===== src/sv/ealu_pkg.sv =====
package ealu_pkg;

    typedef enum logic [3:0] {
        OP_ADC  = 4'd0,
        OP_SBC  = 4'd1,
        OP_AND  = 4'd2,
        OP_ORA  = 4'd3,
        OP_EOR  = 4'd4,
        OP_CMP  = 4'd5,
        OP_BIT  = 4'd6,
        OP_ASL  = 4'd7,
        OP_ROL  = 4'd8,
        OP_LSR  = 4'd9,
        OP_ROR  = 4'd10,
        OP_INC  = 4'd11,
        OP_DEC  = 4'd12,
        OP_LOAD = 4'd13
    } t_opcode;

    localparam int FLAG_C = 0;
    localparam int FLAG_Z = 1;
    localparam int FLAG_D = 3;
    localparam int FLAG_V = 6;
    localparam int FLAG_N = 7;

    localparam logic [7:0] MASK_NZ   = 8'h82;
    localparam logic [7:0] MASK_NZC  = 8'h83;
    localparam logic [7:0] MASK_NZV  = 8'hC2;
    localparam logic [7:0] MASK_NZCV = 8'hC3;
    localparam logic [7:0] MASK_NONE = 8'h00;

    localparam logic [3:0] BCD_MAX_DIGIT = 4'd9;
    localparam logic [3:0] BCD_ADJUST    = 4'd6;

    typedef struct packed {
        logic [3:0] opcode;
        logic [7:0] a_operand;
        logic [7:0] b_operand;
        logic [7:0] flags_in;
    } t_alu_in;

    typedef struct packed {
        logic [7:0] result;
        logic [7:0] flags_out;
    } t_alu_out;

    // N and Z of a result byte, placed at their status positions
    function automatic logic [7:0] nz_of(input logic [7:0] v);
        logic [7:0] f;
        f = 8'h00;
        f[FLAG_Z] = (v == 8'h00);
        f[FLAG_N] = v[7];
        return f;
    endfunction

endpackage


===== src/sv/eight_bit_alu_bcd_flags.sv =====
// Eight-bit ALU with packed-BCD add/subtract and processor status update.
//
// Input: raise start with i_opcode, i_a_operand, i_b_operand and i_flags_in.
// A beat is taken at every rising edge where start is high and busy is low.
// busy never rises, so a new operation can be issued on every cycle.
//
// Output: o_valid is high for exactly one cycle with o_result and
// o_flags_out. The receiver has no way to hold results off; it must take
// each beat in the cycle it appears.
//
// Data path: input register, then one combinational pass, then the result
// register. Throughput: one operation per cycle, set by that single pass.
//
// Reset (i_rst_n low, synchronous) clears both valid bits; beats in flight
// are dropped. Only N, Z, C and V change; other status bits pass through.
module eight_bit_alu_bcd_flags (
    input  logic       i_clk,
    input  logic       i_rst_n,
    input  logic       start,
    output logic       busy,
    input  logic [3:0] i_opcode,
    input  logic [7:0] i_a_operand,
    input  logic [7:0] i_b_operand,
    input  logic [7:0] i_flags_in,
    output logic       o_valid,
    output logic [7:0] o_result,
    output logic [7:0] o_flags_out
);

    logic                r_in_vld;
    ealu_pkg::t_alu_in   r_in;
    logic                r_out_vld;
    ealu_pkg::t_alu_out  r_out;
    ealu_pkg::t_alu_out  n_out;

    assign busy = 1'b0;

    always_ff @(posedge i_clk) begin
        if (!i_rst_n) begin
            r_in_vld  <= 1'b0;
            r_out_vld <= 1'b0;
        end else begin
            r_in_vld  <= start & ~busy;
            r_out_vld <= r_in_vld;
        end
    end

    // payload registers: capture on every beat, hold otherwise
    always_ff @(posedge i_clk) begin
        if (start && !busy) begin
            r_in.opcode    <= i_opcode;
            r_in.a_operand <= i_a_operand;
            r_in.b_operand <= i_b_operand;
            r_in.flags_in  <= i_flags_in;
        end
        if (r_in_vld) begin
            r_out <= n_out;
        end
    end

    ealu_core u_core (
        .i_op  (r_in),
        .o_res (n_out)
    );

    assign o_valid     = r_out_vld;
    assign o_result    = r_out.result;
    assign o_flags_out = r_out.flags_out;

endmodule


===== src/sv/ealu_core.sv =====
module ealu_core (
    input  ealu_pkg::t_alu_in  i_op,
    output ealu_pkg::t_alu_out o_res
);

    logic [7:0] a;
    logic [7:0] b;
    logic [7:0] p;
    logic       c_in;
    logic       dec_mode;

    logic [8:0] bin_sum;
    logic [8:0] bin_diff;
    logic [8:0] cmp_diff;
    logic       borrow;

    logic [5:0] add_lo;
    logic [5:0] add_hi;
    logic       add_hi_n;
    logic [7:0] add_res;
    logic [7:0] add_flags;

    logic [4:0] sub_lo;
    logic [4:0] sub_hi;
    logic [3:0] sub_lo_adj;
    logic [3:0] sub_hi_adj;
    logic [7:0] sub_res;
    logic [7:0] sub_flags;

    logic [7:0] r;
    logic [7:0] f;
    logic [7:0] mask;

    assign a        = i_op.a_operand;
    assign b        = i_op.b_operand;
    assign p        = i_op.flags_in;
    assign c_in     = p[ealu_pkg::FLAG_C];
    assign dec_mode = p[ealu_pkg::FLAG_D];
    assign borrow   = ~c_in;

    assign bin_sum  = {1'b0, a} + {1'b0, b} + {8'h00, c_in};
    assign bin_diff = {1'b0, a} - {1'b0, b} - {8'h00, borrow};
    assign cmp_diff = {1'b0, a} - {1'b0, b};

    // decimal add: adjust low digit, then high digit with the low carry; binary sum when D is clear
    always_comb begin
        add_lo = {2'b00, a[3:0]} + {2'b00, b[3:0]} + {5'b00000, c_in};
        if (add_lo > {2'b00, ealu_pkg::BCD_MAX_DIGIT}) begin
            add_lo = add_lo + {2'b00, ealu_pkg::BCD_ADJUST};
        end
        add_hi = {2'b00, a[7:4]} + {2'b00, b[7:4]} + {5'b00000, (add_lo > 6'd15)};
        add_hi_n = add_hi[3];
        add_flags = 8'h00;
        add_flags[ealu_pkg::FLAG_Z] = (bin_sum[7:0] == 8'h00);
        add_flags[ealu_pkg::FLAG_N] = add_hi_n;
        add_flags[ealu_pkg::FLAG_V] = ~(a[7] ^ b[7]) & (a[7] ^ add_hi_n);
        if (add_hi > {2'b00, ealu_pkg::BCD_MAX_DIGIT}) begin
            add_hi = add_hi + {2'b00, ealu_pkg::BCD_ADJUST};
        end
        add_flags[ealu_pkg::FLAG_C] = (add_hi > 6'd15);
        add_res = {add_hi[3:0], add_lo[3:0]};
        if (!dec_mode) begin
            add_res = bin_sum[7:0];
            add_flags = ealu_pkg::nz_of(bin_sum[7:0]);
            add_flags[ealu_pkg::FLAG_V] = ~(a[7] ^ b[7]) & (a[7] ^ bin_sum[7]);
            add_flags[ealu_pkg::FLAG_C] = bin_sum[8];
        end
    end

    // decimal subtract: flags always from the binary difference; binary result when D is clear
    always_comb begin
        sub_lo = {1'b0, a[3:0]} - {1'b0, b[3:0]} - {4'h0, borrow};
        sub_lo_adj = sub_lo[3:0] - (sub_lo[4] ? ealu_pkg::BCD_ADJUST : 4'h0);
        sub_hi = {1'b0, a[7:4]} - {1'b0, b[7:4]} - {4'h0, sub_lo[4]};
        sub_hi_adj = sub_hi[3:0] - (sub_hi[4] ? ealu_pkg::BCD_ADJUST : 4'h0);
        sub_flags = ealu_pkg::nz_of(bin_diff[7:0]);
        sub_flags[ealu_pkg::FLAG_V] = (a[7] ^ b[7]) & (a[7] ^ bin_diff[7]);
        sub_flags[ealu_pkg::FLAG_C] = ~bin_diff[8];
        sub_res = dec_mode ? {sub_hi_adj, sub_lo_adj} : bin_diff[7:0];
    end

    always_comb begin
        r    = a;
        f    = 8'h00;
        mask = ealu_pkg::MASK_NZ;
        case (i_op.opcode)
            ealu_pkg::OP_ADC: begin
                r    = add_res;
                f    = add_flags;
                mask = ealu_pkg::MASK_NZCV;
            end
            ealu_pkg::OP_SBC: begin
                r    = sub_res;
                f    = sub_flags;
                mask = ealu_pkg::MASK_NZCV;
            end
            ealu_pkg::OP_AND: begin
                r = a & b;
                f = ealu_pkg::nz_of(r);
            end
            ealu_pkg::OP_ORA: begin
                r = a | b;
                f = ealu_pkg::nz_of(r);
            end
            ealu_pkg::OP_EOR: begin
                r = a ^ b;
                f = ealu_pkg::nz_of(r);
            end
            ealu_pkg::OP_CMP: begin
                f = ealu_pkg::nz_of(cmp_diff[7:0]);
                f[ealu_pkg::FLAG_C] = ~cmp_diff[8];
                mask = ealu_pkg::MASK_NZC;
            end
            ealu_pkg::OP_BIT: begin
                f[ealu_pkg::FLAG_Z] = ((a & b) == 8'h00);
                f[ealu_pkg::FLAG_N] = b[7];
                f[ealu_pkg::FLAG_V] = b[6];
                mask = ealu_pkg::MASK_NZV;
            end
            ealu_pkg::OP_ASL, ealu_pkg::OP_ROL: begin
                r = {b[6:0], (i_op.opcode == ealu_pkg::OP_ROL) & c_in};
                f = ealu_pkg::nz_of(r);
                f[ealu_pkg::FLAG_C] = b[7];
                mask = ealu_pkg::MASK_NZC;
            end
            ealu_pkg::OP_LSR, ealu_pkg::OP_ROR: begin
                r = {(i_op.opcode == ealu_pkg::OP_ROR) & c_in, b[7:1]};
                f = ealu_pkg::nz_of(r);
                f[ealu_pkg::FLAG_C] = b[0];
                mask = ealu_pkg::MASK_NZC;
            end
            ealu_pkg::OP_INC: begin
                r = b + 8'h01;
                f = ealu_pkg::nz_of(r);
            end
            ealu_pkg::OP_DEC: begin
                r = b - 8'h01;
                f = ealu_pkg::nz_of(r);
            end
            ealu_pkg::OP_LOAD: begin
                r = b;
                f = ealu_pkg::nz_of(r);
            end
            default: begin
                mask = ealu_pkg::MASK_NONE;
            end
        endcase
    end

    assign o_res.result    = r;
    assign o_res.flags_out = (p & ~mask) | (f & mask);

endmodule

===== config.mk =====
export PLATFORM = sky130hd
export DESIGN_NAME = eight_bit_alu_bcd_flags
export DESIGN_NICKNAME = d
export VERILOG_FILES = /design/src/sv/ealu_pkg.sv /design/src/sv/eight_bit_alu_bcd_flags.sv /design/src/sv/ealu_core.sv
export SDC_FILE = /design/constraint.sdc
export NUM_CORES = 1
export LEC_CHECK = 0
export ABC_AREA = 1
export BUFFER_PORTS_ARGS = -buffer_cell sky130_fd_sc_hd__buf_2
export CORE_ASPECT_RATIO = 0.5
export CORE_UTILIZATION = 25
export CTS_BUF_LIST = sky130_fd_sc_hd__clkbuf_4
export CTS_CLUSTER_DIAMETER = 80
export DETAILED_ROUTE_END_ITERATION = 12
export GPL_TIMING_DRIVEN = 0
export HOLD_SLACK_MARGIN = 0.02
export PLACE_DENSITY_LB_ADDON = 0.3
export SYNTH_ARGS = -nofsm -noshare
export SYNTH_HDL_FRONTEND = slang
export SYNTH_SLANG_ARGS = --single-unit

===== constraint.sdc =====
create_clock -name i_clk -period 4.7 [get_ports i_clk]
set_input_delay 0.47 -clock i_clk [delete_from_list [all_inputs] [get_ports i_clk]]
set_output_delay 0.47 -clock i_clk [all_outputs]
set_load 0.01 [all_outputs]

==> qor.yml, run 1 <==
cells_and_area:
  final_area_sq_um: 5960
  layout-drive-gt1-share: 0.164
  n_fill_cell: 2166
  fin_nets: 870
  layout.cells.non_filler: 1046
  areaGrowthSynthToFinish_pct: 16.3
synth:
  synthDistinctLibCells: 46
  ys_top_cells_by_count: "nand2_1 (176), inv_1 (92), nand3_1 (73)"
  avgSynthCellArea_sq_um: 7.22
  synth_warnings: 0
  synth_top_flop_cell: "edfxtp_1"
  synthArstFlopShare: 0
  synth_edf_count: 44
  synth_top_area_share: 0.258
  synth_seq_cells: 46
  yosysTopAreaCell: "edfxtp_1"
  ys_seq_area_frac: 0.266
  ys_top_cells_by_area: "edfxtp_1 (26%), nand2_1 (13%), ha_1 (12%), nand3_1 (7.1%), inv_1 (6.7%)"
  netlist_area_sq_um: 5120
  syn_nets: 802
  yosysMostFrequentCell: "nand2_1"
  synthCells: 710
sta:
  setup_viol: 0
  max-slew-margin-rel: 0.299
  drv_slew: 0
  fin_skew_ns: 0.0226
  grt_setup_unrepaired: "yes"
  worst_slack_ns: 0.0635
  fmax_mhz: 216
  worst_slew_pin_slew_ns: 1.05
  min_period_over_period: 0.986
  fin_crit_ns: 4.64
  finalHoldViolations: 0
floorplan:
  fp.dieW_um: 204
  start_util: 0.259
  die_h_um: 103
  fp.coreArea_sq_um: 19800
  pin_count: 49
  fp.dieArea_sq_um: 21100
  rows: 36
drt:
  dr_total_vias: 5055
  routedWlPerCell_um: 16.6
  first_pass_iters: 5
  drc: 0
  via_per_inst: 4.83
  wl_um: 17300
  drt_iter0_drc: 480
  ant_nets: 0
power:
  power_per_cell_area_nw_per_um2: 297
  leakagePower_nw: 2.78
  power_w: 0.00177
  ir_drop_v: 0.000101
setup_path:
  critPathArrivalTime_ns: 4.82
  crit_fanout: 3
  cp.required_ns: 4.88
  crit_path_end_kind: "register"
  critical_path_class: "reg2reg"
  critPathLaunchType: "register"
clocking:
  path_clk_slew_ns: 0.18
  cts_root_buf: "clkbuf_4"
  numCtsBuffers: 5
  tritoncts: "yes"
  clk_latency_ns: 0.43
  ctsHoldBuffers: 0
  cts_max_level: 2
  cts_num_sinks: 46
  clockBufferDepth: 2
placed_design:
  gp_congestion: 0.910
  place_ws_ns: -0.835
  io_buffers: 47
  dp_hpwl_um: 13700
  place_area_sq_um: 5690
  dp_cells: 1023
global_route:
  grt-ovfl-total: 0
  grt_pass1_wl_um: 27000
  grt_pass1_vias: 4899
  antenna_found_initial: 1
  grt_max_degree: 30
  grt_use_total: 0.170
flow_run:
  drv_cap: 0
hold_path:
  hold_path.class: "in2reg"
outcome:
  status: "completed"
path summary, 6_finish.rpt:
kind / to / cells past startpoint / start / slack, ns
max: o_result[7] / 24 / r_in[8] / 0.06
min: r_in[8] / 1 / i_b_operand[0] / 0.20
max reg2reg: o_result[7] / 24 / r_in[8] / 0.06
min reg2reg: o_flags_out[4] / 0 / r_in[4] / 0.44
routing by layer:
layer  track usage  routed length [um]  vias up
met2         0.274                7450      134
met4        0.0408                 213        0
li1              -                   -     2500
met3        0.0260                 932       12
met5             0                   0        -
met1         0.239                8740     2409
kinds of logic after synthesis:
group / Yosys count / synth area share
AOI/OAI and AO/OA: 85 / 0.0994
xor gates and xnor gates: 24 / 0.0410
adders and majority gates: 61 / 0.165
buffers and inverters: 110 / 0.0867
DFF: 46 / 0.266
other: 1 / 0.000732
and+or+nand+nor: 383 / 0.342
final cells by class:
| type | count | area [sq um] | area share |
|---|---|---|---|
| clock inverters | 3 | 43.8 | 0.00735 |
| multi-input cells | 554 | 3390 | 0.569 |
| repair buffers | 61 | 340 | 0.0571 |
| inverters | 98 | 372 | 0.0623 |
| plain buffers | 12 | 76.3 | 0.0128 |
| diodes | 1 | 2.50 | 0.000420 |
| well taps | 266 | 333 | 0.0558 |
| flip-flops and latches | 46 | 1360 | 0.228 |
| clock buffers | 5 | 37.5 | 0.00630 |
sequential cells by signal, summed over array words and instances (netlist names):
register     cells
o_flags_out      8
o_result         8
o_valid          1
r_in            28
r_in_vld         1
critical path, stage by stage (launching register included):
cell        delay (ns)
edfxtp_1          0.46
clkinvlp_4        0.14
fa_2              0.60
ha_2              0.22
nor2_4            0.05
fa_2              0.39
nand2_1           0.07
a21o_1            0.14
xor2_2            0.08
inv_2             0.09
fa_2              0.20
inv_2             0.05
fa_2              0.35
o21ai_2           0.14
nand2_2           0.08
xnor2_2           0.14
ha_2              0.19
fa_2              0.40
xnor2_2           0.15
a21oi_1           0.13
o21ai_1           0.08
nand2_1           0.06
inv_1             0.04
nand2_1           0.05
nand4_1           0.08
layout by cell type, fill, tap and decap left out, drive strengths merged, types with 3 or more instances in the layout:
master  count
a21oi      28
and2        4
buf        70
clkbuf      8
clkinv      3
edfxtp     44
fa         11
ha         50
inv        96
nand2     182
nand3      79
nand3b      3
nand4      26
nor2       71
nor3       11
o211ai      5
o21ai      27
o22ai      13
or2         4
xnor2       7
xor2       17
per-stage QoR:
step	setup TNS (ns)	hold slack, ns	utilization
floorplan	0	0.400	-
global placement	-1.47	0.403	0.288
detailed placement	-2.00	0.421	0.288
CTS	-0.00642	0.174	0.299
global route	-0.364	0.182	0.301
finish	0	0.198	0.301
repair_timing:
item	in CTS	in global routing
gates resized for setup	18	8
endpoints found under the setup margin	5	4
setup buffers	10	4
hold endpoints to repair	0	0
pin swaps	9	8
report_power, final:
group / switching (W) / leakage, nW / internal (W)
registers: 0.0000342 / 0.438 / 0.000495
clock network: 0.000166 / 0.0456 / 0.000113
logic: 0.000605 / 2.30 / 0.000358
total: 0.000805 / 2.78 / 0.000966
Power figures use the tool's default switching activity.
==> run 2, diff against run 1 <==
Settings changed: PLACE_DENSITY_LB_ADDON 0.3 to 0.2.
==> run 2 against run 1 <==
The run now ends with setup timing left; clock power shrank 20%; hold slack gained 0.010 ns; die area is the same; first-iteration DRC count shrank 23%; global-route usage grew 0.45 points; sequential cell count is the same; count of clock-buffer cells in the layout is the same; sequential share of layout area grew 0.17 points; routed wire length grew 1.8%; highest routed layer unchanged.
==> qor.yml, run 2 (synthesis results as in run 1) <==
setup_path:
  cp.buffers_inverters: 5
  critPathLaunchType: "register"
  critical_path_class: "reg2reg"
  cp_top_family: "adder cells"
  crit_path_end_kind: "register"
  rr_worst_depth: 25
  crit_fanout: 3
  cp.required_ns: 4.87
  cp.depth: 25
  critPathMostFrequentCell: "fa_2"
  max_stage_delay_ns: 0.63
  r2r_setup_slack_ns: -0.02
  critPathArrivalTime_ns: 4.89
  cp_slowest_cell: "fa_2"
sta:
  fin_skew_ns: 0.0139
  worst_slew_pin_slew_ns: 1.07
  max-slew-margin-rel: 0.284
  worst_slack_ns: -0.0207
  finalHoldViolations: 0
  fmax_mhz: 212
  min_period_over_period: 1.00
  finalSetupTns_ns: -0.0207
  grt_setup_unrepaired: "yes"
  drv_slew: 0
  setup_viol: 1
  fin_crit_ns: 4.72
global_route:
  antenna_found_initial: 0
  grtUsageMet2: 0.266
  grt_max_degree: 30
  grt_use_total: 0.175
  use_met1: 0.251
  gr-max-usage-layer: "met2"
  grt-ovfl-total: 0
  grt_pass1_wl_um: 27600
  grt_pass1_vias: 4989
  use_met3: 0.0357
cells_and_area:
  layout.cells.non_filler: 1043
  diodes: 0
  regMostFlops: "r_in"
  layout_common_cells: "nand2_1 (175), inv_1 (86), nand3_1 (73), nor2_1 (63), buf_2 (51)"
  layout-drive-gt1-share: 0.163
  areaGrowthSynthToFinish_pct: 15.5
  fin_util: 0.299
  fin_nets: 868
  final_common_cell: "nand2_1"
  largest_reg_flops: 28
floorplan:
  fp.dieArea_sq_um: 21100
  start_util: 0.259
  rows: 36
  die_h_um: 103
  fp.dieW_um: 204
  pin_count: 49
  fp.coreArea_sq_um: 19800
drt:
  via_per_inst: 4.85
  wl_um: 17700
  drt_iter0_drc: 370
  dr_total_vias: 5057
  routedWlPerCell_um: 16.9
  first_pass_iters: 7
  ant_nets: 0
  drc: 0
power:
  ir_drop_v: 0.000107
  leakagePower_nw: 2.76
  power_per_cell_area_nw_per_um2: 288
clocking:
  tritoncts: "yes"
  cts_max_level: 2
  cts_num_sinks: 46
  cts_root_buf: "clkbuf_4"
  path_clk_slew_ns: 0.16
  clk_latency_ns: 0.42
  numCtsBuffers: 5
  clockBufferDepth: 2
hold_path:
  hold_path.class: "in2reg"
  hold-path-cell-count: 1
placed_design:
  io_buffers: 47
  gp_congestion: 0.920
  dp_hpwl_um: 14100
  dp_cells: 1023
  place_ws_ns: -0.784
outcome:
  violations: "setup timing"
  status: "finished, violations left"
flow_run:
  drv_cap: 0
[run 2: area by class of cell]
| cell class | instances | area [sq um] |
|---|---|---|
| well taps | 266 | 333 |
| repair buffers | 59 | 325 |
| inverters | 98 | 370 |
| fillers | 2178 | 13900 |
| flip-flops and latches | 46 | 1360 |
| clock buffers | 5 | 37.5 |
| multi-input cells | 554 | 3390 |
| clock inverters | 3 | 25.0 |
| plain buffers | 12 | 76.3 |
[run 2: final timing paths]
check	endpoint	from
setup / recovery	o_result[7]	r_in[0]
hold / removal	r_in[19]	i_a_operand[3]
setup reg to reg	o_result[7]	r_in[0]
hold reg to reg	o_flags_out[4]	r_in[4]
[run 2: through the flow]
| stage | hold WS, ns | cell area (sq um) | total power (W) |
|---|---|---|---|
| after global routing | 0.181 | 5920 | 0.00186 |
| final | 0.209 | 5920 | 0.00170 |
| after floorplan | 0.400 | 5120 | 0.00117 |
| after CTS | 0.182 | 5850 | 0.00168 |
| after detailed placement | 0.405 | 5690 | 0.00141 |
| after global placement | 0.403 | 5690 | 0.00141 |
[run 2: routing by layer]
layer / vias up / routed length (um)
li1: 2500 / -
met1: 2398 / 9150
met2: 138 / 7190
met3: 21 / 1090
met4: 0 / 237
met5: - / 0
[run 2: power by group]
part | switching, W | internal, W
Sequential | 0.0000362 | 0.000495
Combinational | 0.000601 | 0.000348
Clock | 0.000161 | 0.0000612
Total | 0.000798 | 0.000904
[run 2: what timing repair did]
item                                    4_1_cts  5_1_grt
resized for setup                            18       10
endpoints found under the setup margin        4        5
pin swaps                                     5       16
hold buffers                                  0        0
setup buffers                                 7        5
